===== src/rtl/tinc_pkg.sv =====
package tinc_pkg;

  // Fixed widths of the item fields
  localparam int unsigned SYMBOL_W = 8;
  localparam int unsigned TOTAL_W  = 8;

  typedef enum logic [1:0] {
    ST_CLEAR,
    ST_IDLE,
    ST_LOOK
  } walk_state_e;

  typedef struct packed {
    logic [TOTAL_W-1:0] node_total;
    logic               created;
    logic               pool_full;
  } result_t;

endpackage


===== src/rtl/tinc_walk.sv =====
// Trie walker: clears the table, then per symbol reads the child entry,
// follows it, allocates and writes back a node, or flags pool_full.
module tinc_walk #(
  parameter int unsigned NODE_W = 8,
  parameter int unsigned SYM_W  = 8,
  parameter int unsigned NODE_POOL = 256,
  parameter int unsigned ALPHABET  = 256
) (
  input  logic                        clk_i,
  input  logic                        rst_ni,
  input  logic                        in_valid_i,
  output logic                        in_ready_o,
  input  logic [tinc_pkg::SYMBOL_W-1:0] symbol_i,
  input  logic                        word_start_i,
  output logic                        res_valid_o,
  input  logic                        res_ready_i,
  output tinc_pkg::result_t           res_o,
  output logic                        mem_re_o,
  output logic [NODE_W+SYM_W-1:0]     mem_ra_o,
  output logic                        mem_we_o,
  output logic [NODE_W+SYM_W-1:0]     mem_wa_o,
  output logic [NODE_W:0]             mem_wd_o,
  input  logic [NODE_W:0]             mem_rd_i
);

  localparam int unsigned AddrW = NODE_W + SYM_W;
  localparam logic [NODE_W-1:0] CntMax = NODE_W'(NODE_POOL - 1);
  localparam logic [tinc_pkg::SYMBOL_W:0] SymLimit = (tinc_pkg::SYMBOL_W + 1)'(ALPHABET);

  tinc_pkg::walk_state_e state_q, state_d;
  logic [NODE_W-1:0] cur_q, cur_d;
  logic [NODE_W-1:0] cnt_q, cnt_d;
  logic              lost_q, lost_d;
  logic [AddrW-1:0]  clr_q, clr_d;
  logic [NODE_W-1:0] node_q, node_d;
  logic [SYM_W-1:0]  sym_q, sym_d;
  logic              ok_q, ok_d;

  logic [NODE_W-1:0]   node_eff;
  logic [SYM_W-1:0]    sym_idx;
  logic                sym_ok;
  logic [NODE_W-1:0]   cnt_inc;
  logic                created;
  logic                full;
  logic [NODE_W+tinc_pkg::TOTAL_W-1:0] tot_ext;

  assign node_eff = word_start_i ? '0 : cur_q;
  assign sym_idx  = symbol_i[SYM_W-1:0];
  assign sym_ok   = {1'b0, symbol_i} < SymLimit;
  assign cnt_inc  = cnt_q + NODE_W'(1);

  always_ff @(posedge clk_i or negedge rst_ni) begin
    if (!rst_ni) begin
      state_q <= tinc_pkg::ST_CLEAR;
      cur_q   <= '0;
      cnt_q   <= '0;
      lost_q  <= 1'b0;
      clr_q   <= '0;
      ok_q    <= 1'b0;
    end else begin
      state_q <= state_d;
      cur_q   <= cur_d;
      cnt_q   <= cnt_d;
      lost_q  <= lost_d;
      clr_q   <= clr_d;
      ok_q    <= ok_d;
    end
  end

  always_ff @(posedge clk_i) begin
    node_q <= node_d;
    sym_q  <= sym_d;
  end

  always_comb begin
    state_d = state_q;
    cur_d   = cur_q;
    cnt_d   = cnt_q;
    lost_d  = lost_q;
    clr_d   = clr_q;
    node_d  = node_q;
    sym_d   = sym_q;
    ok_d    = ok_q;
    in_ready_o  = 1'b0;
    res_valid_o = 1'b0;
    created  = 1'b0;
    full     = 1'b0;
    mem_re_o = 1'b0;
    mem_ra_o = {node_eff, sym_idx};
    mem_we_o = 1'b0;
    mem_wa_o = clr_q;
    mem_wd_o = '0;
    unique case (state_q)
      tinc_pkg::ST_CLEAR: begin
        mem_we_o = 1'b1;
        clr_d    = clr_q + AddrW'(1);
        if (&clr_q) begin
          state_d = tinc_pkg::ST_IDLE;
        end
      end
      tinc_pkg::ST_IDLE: begin
        in_ready_o = 1'b1;
        if (in_valid_i) begin
          mem_re_o = 1'b1;
          cur_d    = node_eff;
          node_d   = node_eff;
          lost_d   = word_start_i ? 1'b0 : lost_q;
          sym_d    = sym_idx;
          ok_d     = sym_ok;
          state_d  = tinc_pkg::ST_LOOK;
        end
      end
      tinc_pkg::ST_LOOK: begin
        res_valid_o = 1'b1;
        if (ok_q) begin
          if (lost_q) begin
            full = 1'b1;
          end else if (!mem_rd_i[NODE_W] && cnt_q == CntMax) begin
            full = 1'b1;
          end else if (!mem_rd_i[NODE_W]) begin
            created = 1'b1;
          end
        end
        if (res_ready_i) begin
          state_d = tinc_pkg::ST_IDLE;
          if (ok_q && !lost_q) begin
            if (mem_rd_i[NODE_W]) begin
              cur_d = mem_rd_i[NODE_W-1:0];
            end else if (created) begin
              cnt_d    = cnt_inc;
              cur_d    = cnt_inc;
              mem_we_o = 1'b1;
              mem_wa_o = {node_q, sym_q};
              mem_wd_o = {1'b1, cnt_inc};
            end else begin
              lost_d = 1'b1;
            end
          end
        end
      end
      default: begin
        state_d = tinc_pkg::ST_CLEAR;
      end
    endcase
  end

  // Count after this item, wrapped to the output width
  assign tot_ext = {{tinc_pkg::TOTAL_W{1'b0}}, (created ? cnt_inc : cnt_q)};

  always_comb begin
    res_o.node_total = tot_ext[tinc_pkg::TOTAL_W-1:0];
    res_o.created    = created;
    res_o.pool_full  = full;
  end

endmodule


===== config.mk =====
export PLATFORM = sky130hd
export DESIGN_NAME = tinc_walk
export DESIGN_NICKNAME = d
export VERILOG_FILES = /design/src/rtl/tinc_pkg.sv /design/src/rtl/tinc_walk.sv
export SDC_FILE = /design/constraint.sdc
export NUM_CORES = 1
export LEC_CHECK = 0
export BUFFER_PORTS_ARGS = -buffer_cell sky130_fd_sc_hd__buf_4
export CAP_MARGIN = 15
export CORE_ASPECT_RATIO = 0.5
export CORE_UTILIZATION = 52
export CTS_CLUSTER_SIZE = 12
export DETAILED_ROUTE_END_ITERATION = 7
export PLACE_DENSITY = 0.78
export SLEW_MARGIN = 20
export SYNTH_ARGS = -nofsm -noshare
export SYNTH_HDL_FRONTEND = slang
export SYNTH_SLANG_ARGS = --single-unit

===== constraint.sdc =====
create_clock -name clk_i -period 2.2 [get_ports clk_i]
set_input_delay 0 -clock clk_i [delete_from_list [all_inputs] [get_ports clk_i]]
set_output_delay 0 -clock clk_i [all_outputs]
set_load 0.02 [all_outputs]

-- Yosys cells after proc, flatten, opt, wreduce, memory -nomap -nowiden
Cells that the tools add are included.
Widths: inputs -> output; s select.
- flip-flop bits (word level): 52
- equal/unequal tests: 11
- muxes and demuxes: 48
- bitwise operators: 1
- add/sub/neg operators: 2
- reductions and logical operators: 12
- operators with widths (operator ; count):
    $mux 16 ; 5
    $mux 8 ; 7
    $mux 9 ; 5
    $mux 1 ; 24
    $add 16x1->16 const B ; 1
    $pmux 8 s2 ; 1
    $reduce_and 16->1 ; 1
    $ne 2x2->1 const B ; 7
    $reduce_and 5->1 ; 2
    $add 8x1->8 const B ; 1
    $eq 8x8->1 const B ; 1
    $reduce_and 7->1 ; 1
    $mux 2 ; 3
    $pmux 2 s3 ; 1
    $pmux 1 s2 ; 2
    $ne 3x3->1 const B ; 1
    $reduce_and 3->1 ; 1
    $eq 2x1->1 const B ; 1
    $eq 2x2->1 const B ; 1
    $logic_and 1x1->1 ; 2
    $logic_not 1->1 ; 2
    $logic_not 2->1 ; 1
    $reduce_and 2->1 ; 1
    $reduce_bool 2->1 ; 1
    $not 1->1 ; 1

-- Depth between registers and ports, before layout
Gate-level depths: netlist (run 1).
- word-level depth: 11
- gate-level depth with buffers: 9

-- Worst setup path before layout (run 1)
No wires, ideal clock.
- kind: flip-flop to flip-flop
- from: register state_q[1]
- to: register cur_q[2]
- required time: 2.078 ns
- library setup time: 0.122 ns
- cell stages (with the launch flop): 7
- setup slack: 0.039 ns
- period minus slack after synthesis: 2.161 ns
- arrival: 2.040 ns
- cell sequence: dfrtp_1 > and3b_1 > clkbuf_1 > a31oi_1 > a21oi_2 > o21ai_2 > a32o_1
- longest elaborated chain between the ends: 3
- elaborated cells on any way between the ends: 9
- classes of those cells: eq/ne (6); mux (1); reduce/logical (2)
- ends and longest elaborated chain (what ; RTL line ; source):
    from (decl) ; tinc_walk.sv:30 ; tinc_pkg::walk_state_e state_q, state_d;
    from (signal assigned) ; tinc_walk.sv:54 ; state_q <= tinc_pkg::ST_CLEAR;
    from (signal assigned) ; tinc_walk.sv:61 ; state_q <= state_d;
    $eq 2x2->1 / $eq 2x1->1 (equally long branches) ; tinc_walk.sv:93 ; unique case (state_q)
    $ne 3x3->1 (no source line), or another cell as far along ; -- ;
    $reduce_and 5->1 (no source line) ; -- ;
    to (signal assigned) ; tinc_walk.sv:62 ; cur_q <= cur_d;
    to (decl) ; tinc_walk.sv:31 ; logic [NODE_W-1:0] cur_q, cur_d;
Parallel ways exist; a longest one is shown, timed or not.
A chain may end at the register's enable or synchronous reset.

-- Worst setup path in the final report (run 1)
- from: register cnt_q[1]
- to: output mem_wa_o[9]
- longest elaborated chain between the ends: 11
- ends and longest elaborated chain (what ; RTL line ; source):
    from (decl) ; tinc_walk.sv:32 ; logic [NODE_W-1:0] cnt_q, cnt_d;
    from (signal assigned) ; tinc_walk.sv:63 ; cnt_q <= cnt_d;
    $eq 8x8->1 ; tinc_walk.sv:118 ; end else if (!mem_rd_i[NODE_W] && cnt_q == CntMax) begin
    $logic_and 1x1->1 ; tinc_walk.sv:118 ;
    $mux 1 ; tinc_walk.sv:118 ;
    $mux 1 ; tinc_walk.sv:116 ; if (lost_q) begin
    $mux 1 ; tinc_walk.sv:115 ; if (ok_q) begin
    $mux 1 ; tinc_walk.sv:93 ;
    $mux 16 ; tinc_walk.sv:129 ; end else if (created) begin
    $mux 16 ; tinc_walk.sv:127 ; if (mem_rd_i[NODE_W]) begin
    $mux 16 ; tinc_walk.sv:126 ; if (ok_q && !lost_q) begin
    $mux 16 ; tinc_walk.sv:124 ; if (res_ready_i) begin
    $mux 16 ; tinc_walk.sv:93 ;
    to (decl) ; tinc_walk.sv:21 ; output logic [NODE_W+SYM_W-1:0] mem_wa_o,
No other way between the ends. The select of a mux whose other input is x is not followed.

==> results of run 1 <==
report_power, final:
part / internal, mW / switching [mW] / total, mW
Clock: 0.292 / 0.346 / 0.637
Combinational: 0.0542 / 0.0487 / 0.103
Sequential: 0.993 / 0 / 0.993
Total: 1.34 / 0.394 / 1.73
area by class of cell:
cell class / instances / area (sq um)
Fill cell: 375 / 1420
Sequential cell: 52 / 1380
Multi-Input combinational cell: 201 / 1260
Timing Repair Buffer: 100 / 792
Clock buffer: 6 / 93.8
Tap cell: 70 / 87.6
Inverter: 4 / 20.0
Clock inverter: 2 / 12.5
per-layer routing:
metal  vias to the layer above  part of all wire
met4                         0            0.0066
met2                        55              0.49
li1                       1094                 -
met3                         8             0.045
met1                      1138              0.46
met5                         -                 0
cells by family (layout without fill, tap and decap cells):
family	after synthesis	after routing	synth area share
AO/OA/AOI/OAI	30	30	0.0789
XOR/XNOR	35	35	0.115
adder cells (fa/ha/maj)	2	2	0.00892
buffers and inverters	27	112	0.0655
flip-flops	52	52	0.492
multiplexers	3	3	0.0116
AND/OR/NAND/NOR	131	131	0.228
worst max-delay path, stage by stage (launching register included):
cell                      delay, ns
sky130_fd_sc_hd__dfrtp_1       0.41
sky130_fd_sc_hd__ha_2          0.27
sky130_fd_sc_hd__nand3_2       0.14
sky130_fd_sc_hd__o21ai_4       0.24
sky130_fd_sc_hd__or2_4         0.20
sky130_fd_sc_hd__buf_6         0.19
sky130_fd_sc_hd__nand2_1       0.09
sky130_fd_sc_hd__nand2_1       0.07
sky130_fd_sc_hd__buf_4         0.13
cell usage in the layout, fill, tap and decap left out, types with 7 or more instances in the layout:
cell type                        n
sky130_fd_sc_hd__dlygate4sd3_1  15
sky130_fd_sc_hd__nor2b_1         9
sky130_fd_sc_hd__nand2_1        68
sky130_fd_sc_hd__xor2_1          9
sky130_fd_sc_hd__nand3_1         7
sky130_fd_sc_hd__dfrtp_1        35
sky130_fd_sc_hd__buf_4          84
sky130_fd_sc_hd__xnor2_1        24
sky130_fd_sc_hd__nor2_1         18
sky130_fd_sc_hd__edfxtp_1       16
how the worst min path moves through the flow:
stage,from,endpoint,slack (ns),cells after the start
after floorplan,rst_ni,clr_q[0]$_DFFE_PN0P_,-0.30,0
after global placement,rst_ni,cur_q[2]$_DFFE_PN0P_,-0.02,1
after detailed placement,rst_ni,cur_q[1]$_DFFE_PN0P_,-0.01,1
after CTS,mem_rd_i[7],cur_q[7]$_DFFE_PN0P_,0.04,4
after global routing,mem_rd_i[7],cur_q[7]$_DFFE_PN0P_,0.06,4
final,mem_rd_i[7],cur_q[7]$_DFFE_PN0P_,0.04,4
timing repair:
| action | in CTS | in global routing |
|---|---|---|
| setup buffers | 0 | 2 |
| pin swaps | 0 | 1 |
| gates resized for setup | 2 | 5 |
| hold buffers | 15 | 0 |
| endpoints found under the setup margin | 16 | 25 |
| endpoints found under the hold margin | 51 | 0 |
state kept, by name, summed over array words and instances, names as in the netlist:
register / flops
sym_q: 8
cnt_q: 8
ok_q: 1
cur_q: 8
clr_q: 16
lost_q: 1
state_q: 2
node_q: 8
stage by stage:
stage | power, mW | util | cells | instance area, sq um | setup slack [ns]
5_1_grt | 1.78 | 0.720 | 435 | 3650 | 0.0354
3_3_place_gp | 1.09 | 0.662 | 410 | 3350 | 0.387
3_5_place_dp | 1.10 | 0.662 | 410 | 3350 | 0.287
6_report | 1.73 | 0.720 | 435 | 3650 | 0.130
4_1_cts | 1.73 | 0.714 | 433 | 3620 | 0.0182
2_1_floorplan | 1.04 | - | 280 | 2810 | 0.0389
==> tab_implementation.tex, run 1 <==
\begin{tabular}{lr}
\hline
Metric & Value \\
\hline
\multicolumn{2}{l}{\textbf{STA}} \\
Total negative setup slack & 0 ns \\
Setup repair after global routing missed its margin & false \\
Peak Freq & 483 MHz \\
Worst max-slew margin expressed relative to the limit & 0.629 \\
Slew Limit Fails & 0 \\
Hold Vio Cnt, Final & 0 \\
Setup-failing EPs final & 0 \\
Fin Clk Skew & 0.00453 ns \\
Final Critical Period & 2.07 ns \\
Tightest Pin Transition & 0.553 ns \\
Ratio of final minimum period to clock period & 0.941 \\
Hold slack final & 0.0433 ns \\
\multicolumn{2}{l}{\textbf{Synthesis}} \\
Number of warnings printed during yosys synthesis & 0 \\
Number of synthesized flops with an enable pin & 16 \\
Yosys top cell by area & sky130\_fd\_sc\_hd\_\_dfrtp\_1 \\
Share of flip-flops with an asynchronous set or reset after synthesis & 0.692 \\
Library cell with the highest instance count after synthesis & sky130\_fd\_sc\_hd\_\_nand2\_1 \\
Top cell type's share of synthesized area & 0.321 \\
Number of instances in the synthesized netlist & 280 \\
Cell area after synthesis & 2810 sq um \\
Top\_reg\_cell synth & sky130\_fd\_sc\_hd\_\_dfrtp\_1 \\
Top cells by instance count after synthesis & sky130\_fd\_sc\_hd\_\_nand2\_1, sky130\_fd\_sc\_hd\_\_dfrtp\_1, sky130\_fd\_sc\_hd\_\_xnor2\_1, sky130\_fd\_sc\_hd\_\_nor2\_1, sky130\_fd\_sc\_hd\_\_edfxtp\_1 \\
Register area share after synthesis & 0.492 \\
Avg Synthesized Cell Area & 10.0 sq um \\
Flip-flop and latch count after synthesis & 52 \\
Distinct cells, synth & 53 \\
Cell types occupying the most area after synthesis & sky130\_fd\_sc\_hd\_\_dfrtp\_1, sky130\_fd\_sc\_hd\_\_edfxtp\_1, sky130\_fd\_sc\_hd\_\_nand2\_1 \\
Syn nets & 304 \\
\multicolumn{2}{l}{\textbf{Critical path}} \\
Flop-to-flop setup slack & 0.35 ns \\
Worst path required time & 2.20 ns \\
Reg2Reg Launch Point & cnt\_q[1]\$\_DFFE\_PN0P\_ \\
Maximum fanout along the worst path & 18 \\
Termination of the worst setup path & mem\_wa\_o[9] \\
Capture point of the worst reg-to-reg path & cur\_q[2]\$\_DFFE\_PN0P\_ \\
Kind of end point of the critical path & output pin \\
Path depth of the worst reg2reg path & 7 \\
Worst Setup Start Kind & register \\
Arr. time, crit path & 2.07 ns \\
Setup crit start & cnt\_q[1]\$\_DFFE\_PN0P\_ \\
Critical path class & register to output pin \\
\multicolumn{2}{l}{\textbf{GRT}} \\
Remaining Overflow, GRT & 0 \\
Wire length of the first global-routing pass & 10.4 mm \\
Maximum number of pins on one net before global-route repair & 37 \\
Global route hottest layer & met2 \\
Met1 track demand over resource & 0.326 \\
Number of global-route vias before repair & 2148 \\
Met3 usage in global routing & 0.0424 \\
Met2 track utilization from global routing & 0.417 \\
Number of antenna violations at the first check in global routing & 0 \\
Global-route usage over all layers & 0.240 \\
\multicolumn{2}{l}{\textbf{Run status}} \\
Result of the run & complete, no violations \\
\multicolumn{2}{l}{\textbf{Power}} \\
Worst-case vdd ir drop & 0.307 mV \\
Total power divided by cell area & 475 nW/um\^{}2 \\
Leak Pwr & 1.70 nW \\
\multicolumn{2}{l}{\textbf{Routing}} \\
Total detailed-routing wirelength & 6.65 mm \\
Drt wl/cell & 15.3 microns \\
Number of remaining DRC errors & 0 \\
Post-route ant nets & 0 \\
Vias after detailed routing & 2295 \\
Violation count after the first detailed-routing iteration & 68 \\
Number of detailed-route iterations in the first pass & 4 \\
Number of vias per cell after detailed routing & 5.28 \\
\multicolumn{2}{l}{\textbf{Min path}} \\
Worst min-delay path category & input pin to register \\
\multicolumn{2}{l}{\textbf{Floorplan}} \\
Total core area & 5070 sq um \\
I/O pin cnt & 77 \\
Number of rows in the core area & 18 \\
Effective utilization at floorplan & 0.554 \\
Die boundary width & 106 microns \\
Floorplan die area & 5710 sq um \\
Vertical die dimension & 53.9 microns \\
\multicolumn{2}{l}{\textbf{Clocking}} \\
CTS tree & done \\
Level count of the clock H-tree & 2 \\
CTS max path bufs & 2 \\
Clock transition at the register clock pins on the worst setup and hold paths after CTS & 0.10 ns \\
Clock buffers created by TritonCTS & 5 \\
Clock root buffer master & sky130\_fd\_sc\_hd\_\_clkbuf\_8 \\
Worst-skew pair later-pin latency & 0.32 ns \\
Clock sink count & 52 \\
\multicolumn{2}{l}{\textbf{Finish}} \\
Area added between synthesis and finish & 30.0\% \\
Number of nets in the finished design & 388 \\
Antenna diode instance count & 0 \\
Layout cells sized above 1 & 0.312 \\
\multicolumn{2}{l}{\textbf{Run}} \\
Number of maximum-capacitance violations & 0 \\
\multicolumn{2}{l}{\textbf{Placement}} \\
Number of buffers added on ports & 76 \\
Placer's final routability congestion estimate & 0.879 \\
Detail Placement HPWL & 4.63 mm \\
\hline
\end{tabular}
Power figures use the tool's default switching activity.
==> run 2, diff against run 1 <==
- CORE_ASPECT_RATIO: 0.5 -> 0.7
==> tab_implementation.tex, run 2 (synthesis results as in run 1) <==
\begin{tabular}{lr}
\hline
Metric & Value \\
\hline
\multicolumn{2}{l}{\textbf{GRT}} \\
Number of global-route vias before repair & 2106 \\
Remaining Overflow, GRT & 0 \\
Wire length of the first global-routing pass & 10.5 mm \\
Global-route usage over all layers & 0.237 \\
Number of antenna violations at the first check in global routing & 0 \\
Maximum number of pins on one net before global-route repair & 37 \\
\multicolumn{2}{l}{\textbf{STA}} \\
Hold Vio Cnt, Final & 0 \\
Total negative setup slack & 0 ns \\
Slew Limit Fails & 0 \\
Tightest Pin Transition & 0.531 ns \\
Ratio of final minimum period to clock period & 0.940 \\
Hold slack final & 0.0110 ns \\
Worst max-slew margin expressed relative to the limit & 0.643 \\
Fin Clk Skew & 0.00753 ns \\
Setup-failing EPs final & 0 \\
Slack of the critical path & 0.132 ns \\
Peak Freq & 484 MHz \\
Final Critical Period & 2.07 ns \\
\multicolumn{2}{l}{\textbf{Finish}} \\
Fill cell total of the finished layout & 385 \\
Area added between synthesis and finish & 29.0\% \\
Max reg flops & 16 \\
Top library cells by usage in the layout, fill and taps aside & sky130\_fd\_sc\_hd\_\_buf\_4, sky130\_fd\_sc\_hd\_\_nand2\_1, sky130\_fd\_sc\_hd\_\_dfrtp\_1 \\
Layout cells sized above 1 & 0.307 \\
Area of all placed cells without fillers & 3620 sq um \\
Number of nets in the finished design & 388 \\
Register with the most flip-flops & clr\_q \\
Most frequent standard cell in the layout excluding fill and tap cells & sky130\_fd\_sc\_hd\_\_buf\_4 \\
Antenna diode instance count & 0 \\
\multicolumn{2}{l}{\textbf{Critical path}} \\
Slowest cell on the critical path & sky130\_fd\_sc\_hd\_\_dfrtp\_1 \\
Flop-to-flop setup slack & 0.42 ns \\
Worst path required time & 2.20 ns \\
Arr. time, crit path & 2.07 ns \\
Largest incremental delay on the critical path & 0.42 ns \\
Reg2Reg Launch Point & cnt\_q[1]\$\_DFFE\_PN0P\_ \\
Cell type group with the largest total delay on the critical path & simple AND/OR/NAND/NOR gates \\
Worst Setup Start Kind & register \\
Maximum fanout along the worst path & 23 \\
Worst path bufs/invs & 2 \\
Crit-path cells & ha\_1 > nand3\_1 > o21ai\_4 > or2\_4 > inv\_6 > and2\_4 > buf\_4 \\
Critical path class & register to output pin \\
Setup crit start & cnt\_q[1]\$\_DFFE\_PN0P\_ \\
Kind of end point of the critical path & output pin \\
\multicolumn{2}{l}{\textbf{Placement}} \\
Post-place setup slack & 0.202 ns \\
Number of buffers added on ports & 76 \\
Detail Placement HPWL & 4.52 mm \\
Cell area after placement & 3370 sq um \\
Placer's final routability congestion estimate & 0.779 \\
\multicolumn{2}{l}{\textbf{Routing}} \\
Total detailed-routing wirelength & 6.22 mm \\
Drt wl/cell & 14.3 microns \\
Number of vias per cell after detailed routing & 5.13 \\
Number of remaining DRC errors & 0 \\
Post-route ant nets & 0 \\
Vias after detailed routing & 2228 \\
Number of detailed-route iterations in the first pass & 4 \\
Violation count after the first detailed-routing iteration & 98 \\
\multicolumn{2}{l}{\textbf{Run}} \\
Number of maximum-capacitance violations & 0 \\
\multicolumn{2}{l}{\textbf{Run status}} \\
Result of the run & complete, no violations \\
\multicolumn{2}{l}{\textbf{Floorplan}} \\
Vertical die dimension & 63.5 microns \\
Floorplan die area & 5700 sq um \\
Effective utilization at floorplan & 0.562 \\
I/O pin cnt & 77 \\
Die boundary width & 89.8 microns \\
Number of rows in the core area & 21 \\
Total core area & 4990 sq um \\
\multicolumn{2}{l}{\textbf{Clocking}} \\
Clock sink count & 52 \\
CTS tree & done \\
Clock root buffer master & sky130\_fd\_sc\_hd\_\_clkbuf\_8 \\
Clock buffers created by TritonCTS & 5 \\
Worst-skew pair later-pin latency & 0.31 ns \\
Level count of the clock H-tree & 2 \\
Clock transition at the register clock pins on the worst setup and hold paths after CTS & 0.09 ns \\
CTS max path bufs & 2 \\
\multicolumn{2}{l}{\textbf{Min path}} \\
Worst Min Path Start & mem\_rd\_i[4] \\
Worst min-delay path category & input pin to register \\
\multicolumn{2}{l}{\textbf{Power}} \\
Leak Pwr & 1.70 nW \\
Total power divided by cell area & 461 nW/um\^{}2 \\
Worst-case vdd ir drop & 0.368 mV \\
Power after layout & 1.67 mW \\
\hline
\end{tabular}
==> run 2: timing repair <==
action / in CTS / in global routing
endpoints found under the setup margin: 13 / 7
setup buffers: 0 / 0
hold endpoints to repair: 50 / 0
hold buffers: 14 / 0
gates resized for setup: 1 / 3
==> run 2: path summary, 6_finish.rpt <==
check                                              end  cells past startpoint
min in group asynchronous         cnt_q[6]$_DFFE_PN0P_                      2
worst max register to register    cnt_q[1]$_DFFE_PN0P_                      7
max in group asynchronous       state_q[0]$_DFFE_PN0P_                      2
worst max-delay path                       mem_wd_o[1]                      7
worst min-delay path              cur_q[4]$_DFFE_PN0P_                      3
worst min register to register    cur_q[7]$_DFFE_PN0P_                      1
==> run 2: worst min-delay path, delay by kind of cell <==
family / cells / cell delay [ns]
buffers and inverters: 1 / 0.08
AO/OA/AOI/OAI: 2 / 0.20
==> run 2: area by class of cell <==
class	instances	area, sq um	area share
clock inverter	1	7.51	0.00207
tap	69	86.3	0.0239
clock buffer	7	86.3	0.0239
inverter	4	20.0	0.00553
sequential	52	1380	0.382
multi-input combinational	201	1250	0.346
timing repair buffer	100	786	0.217
==> run 2: through the flow <==
step,util,std cells
4_1_cts,0.723,434
3_3_place_gp,0.676,412
6_report,0.725,434
2_1_floorplan,-,280
5_1_grt,0.725,434
3_5_place_dp,0.676,412
==> run 2: per-layer routing <==
layer | vias up | global-route usage | wire length (microns)
li1 | 1091 | - | -
met1 | 1051 | 0.350 | 3100
met2 | 77 | 0.346 | 2690
met3 | 9 | 0.0737 | 389
met4 | 0 | 0.0430 | 40
met5 | - | 0 | 0
==> run 2: power breakdown <==
group	total (mW)	switching [mW]	internal (mW)
clock	0.572	0.316	0.256
combinational	0.103	0.0498	0.0531
sequential	0.993	0	0.993
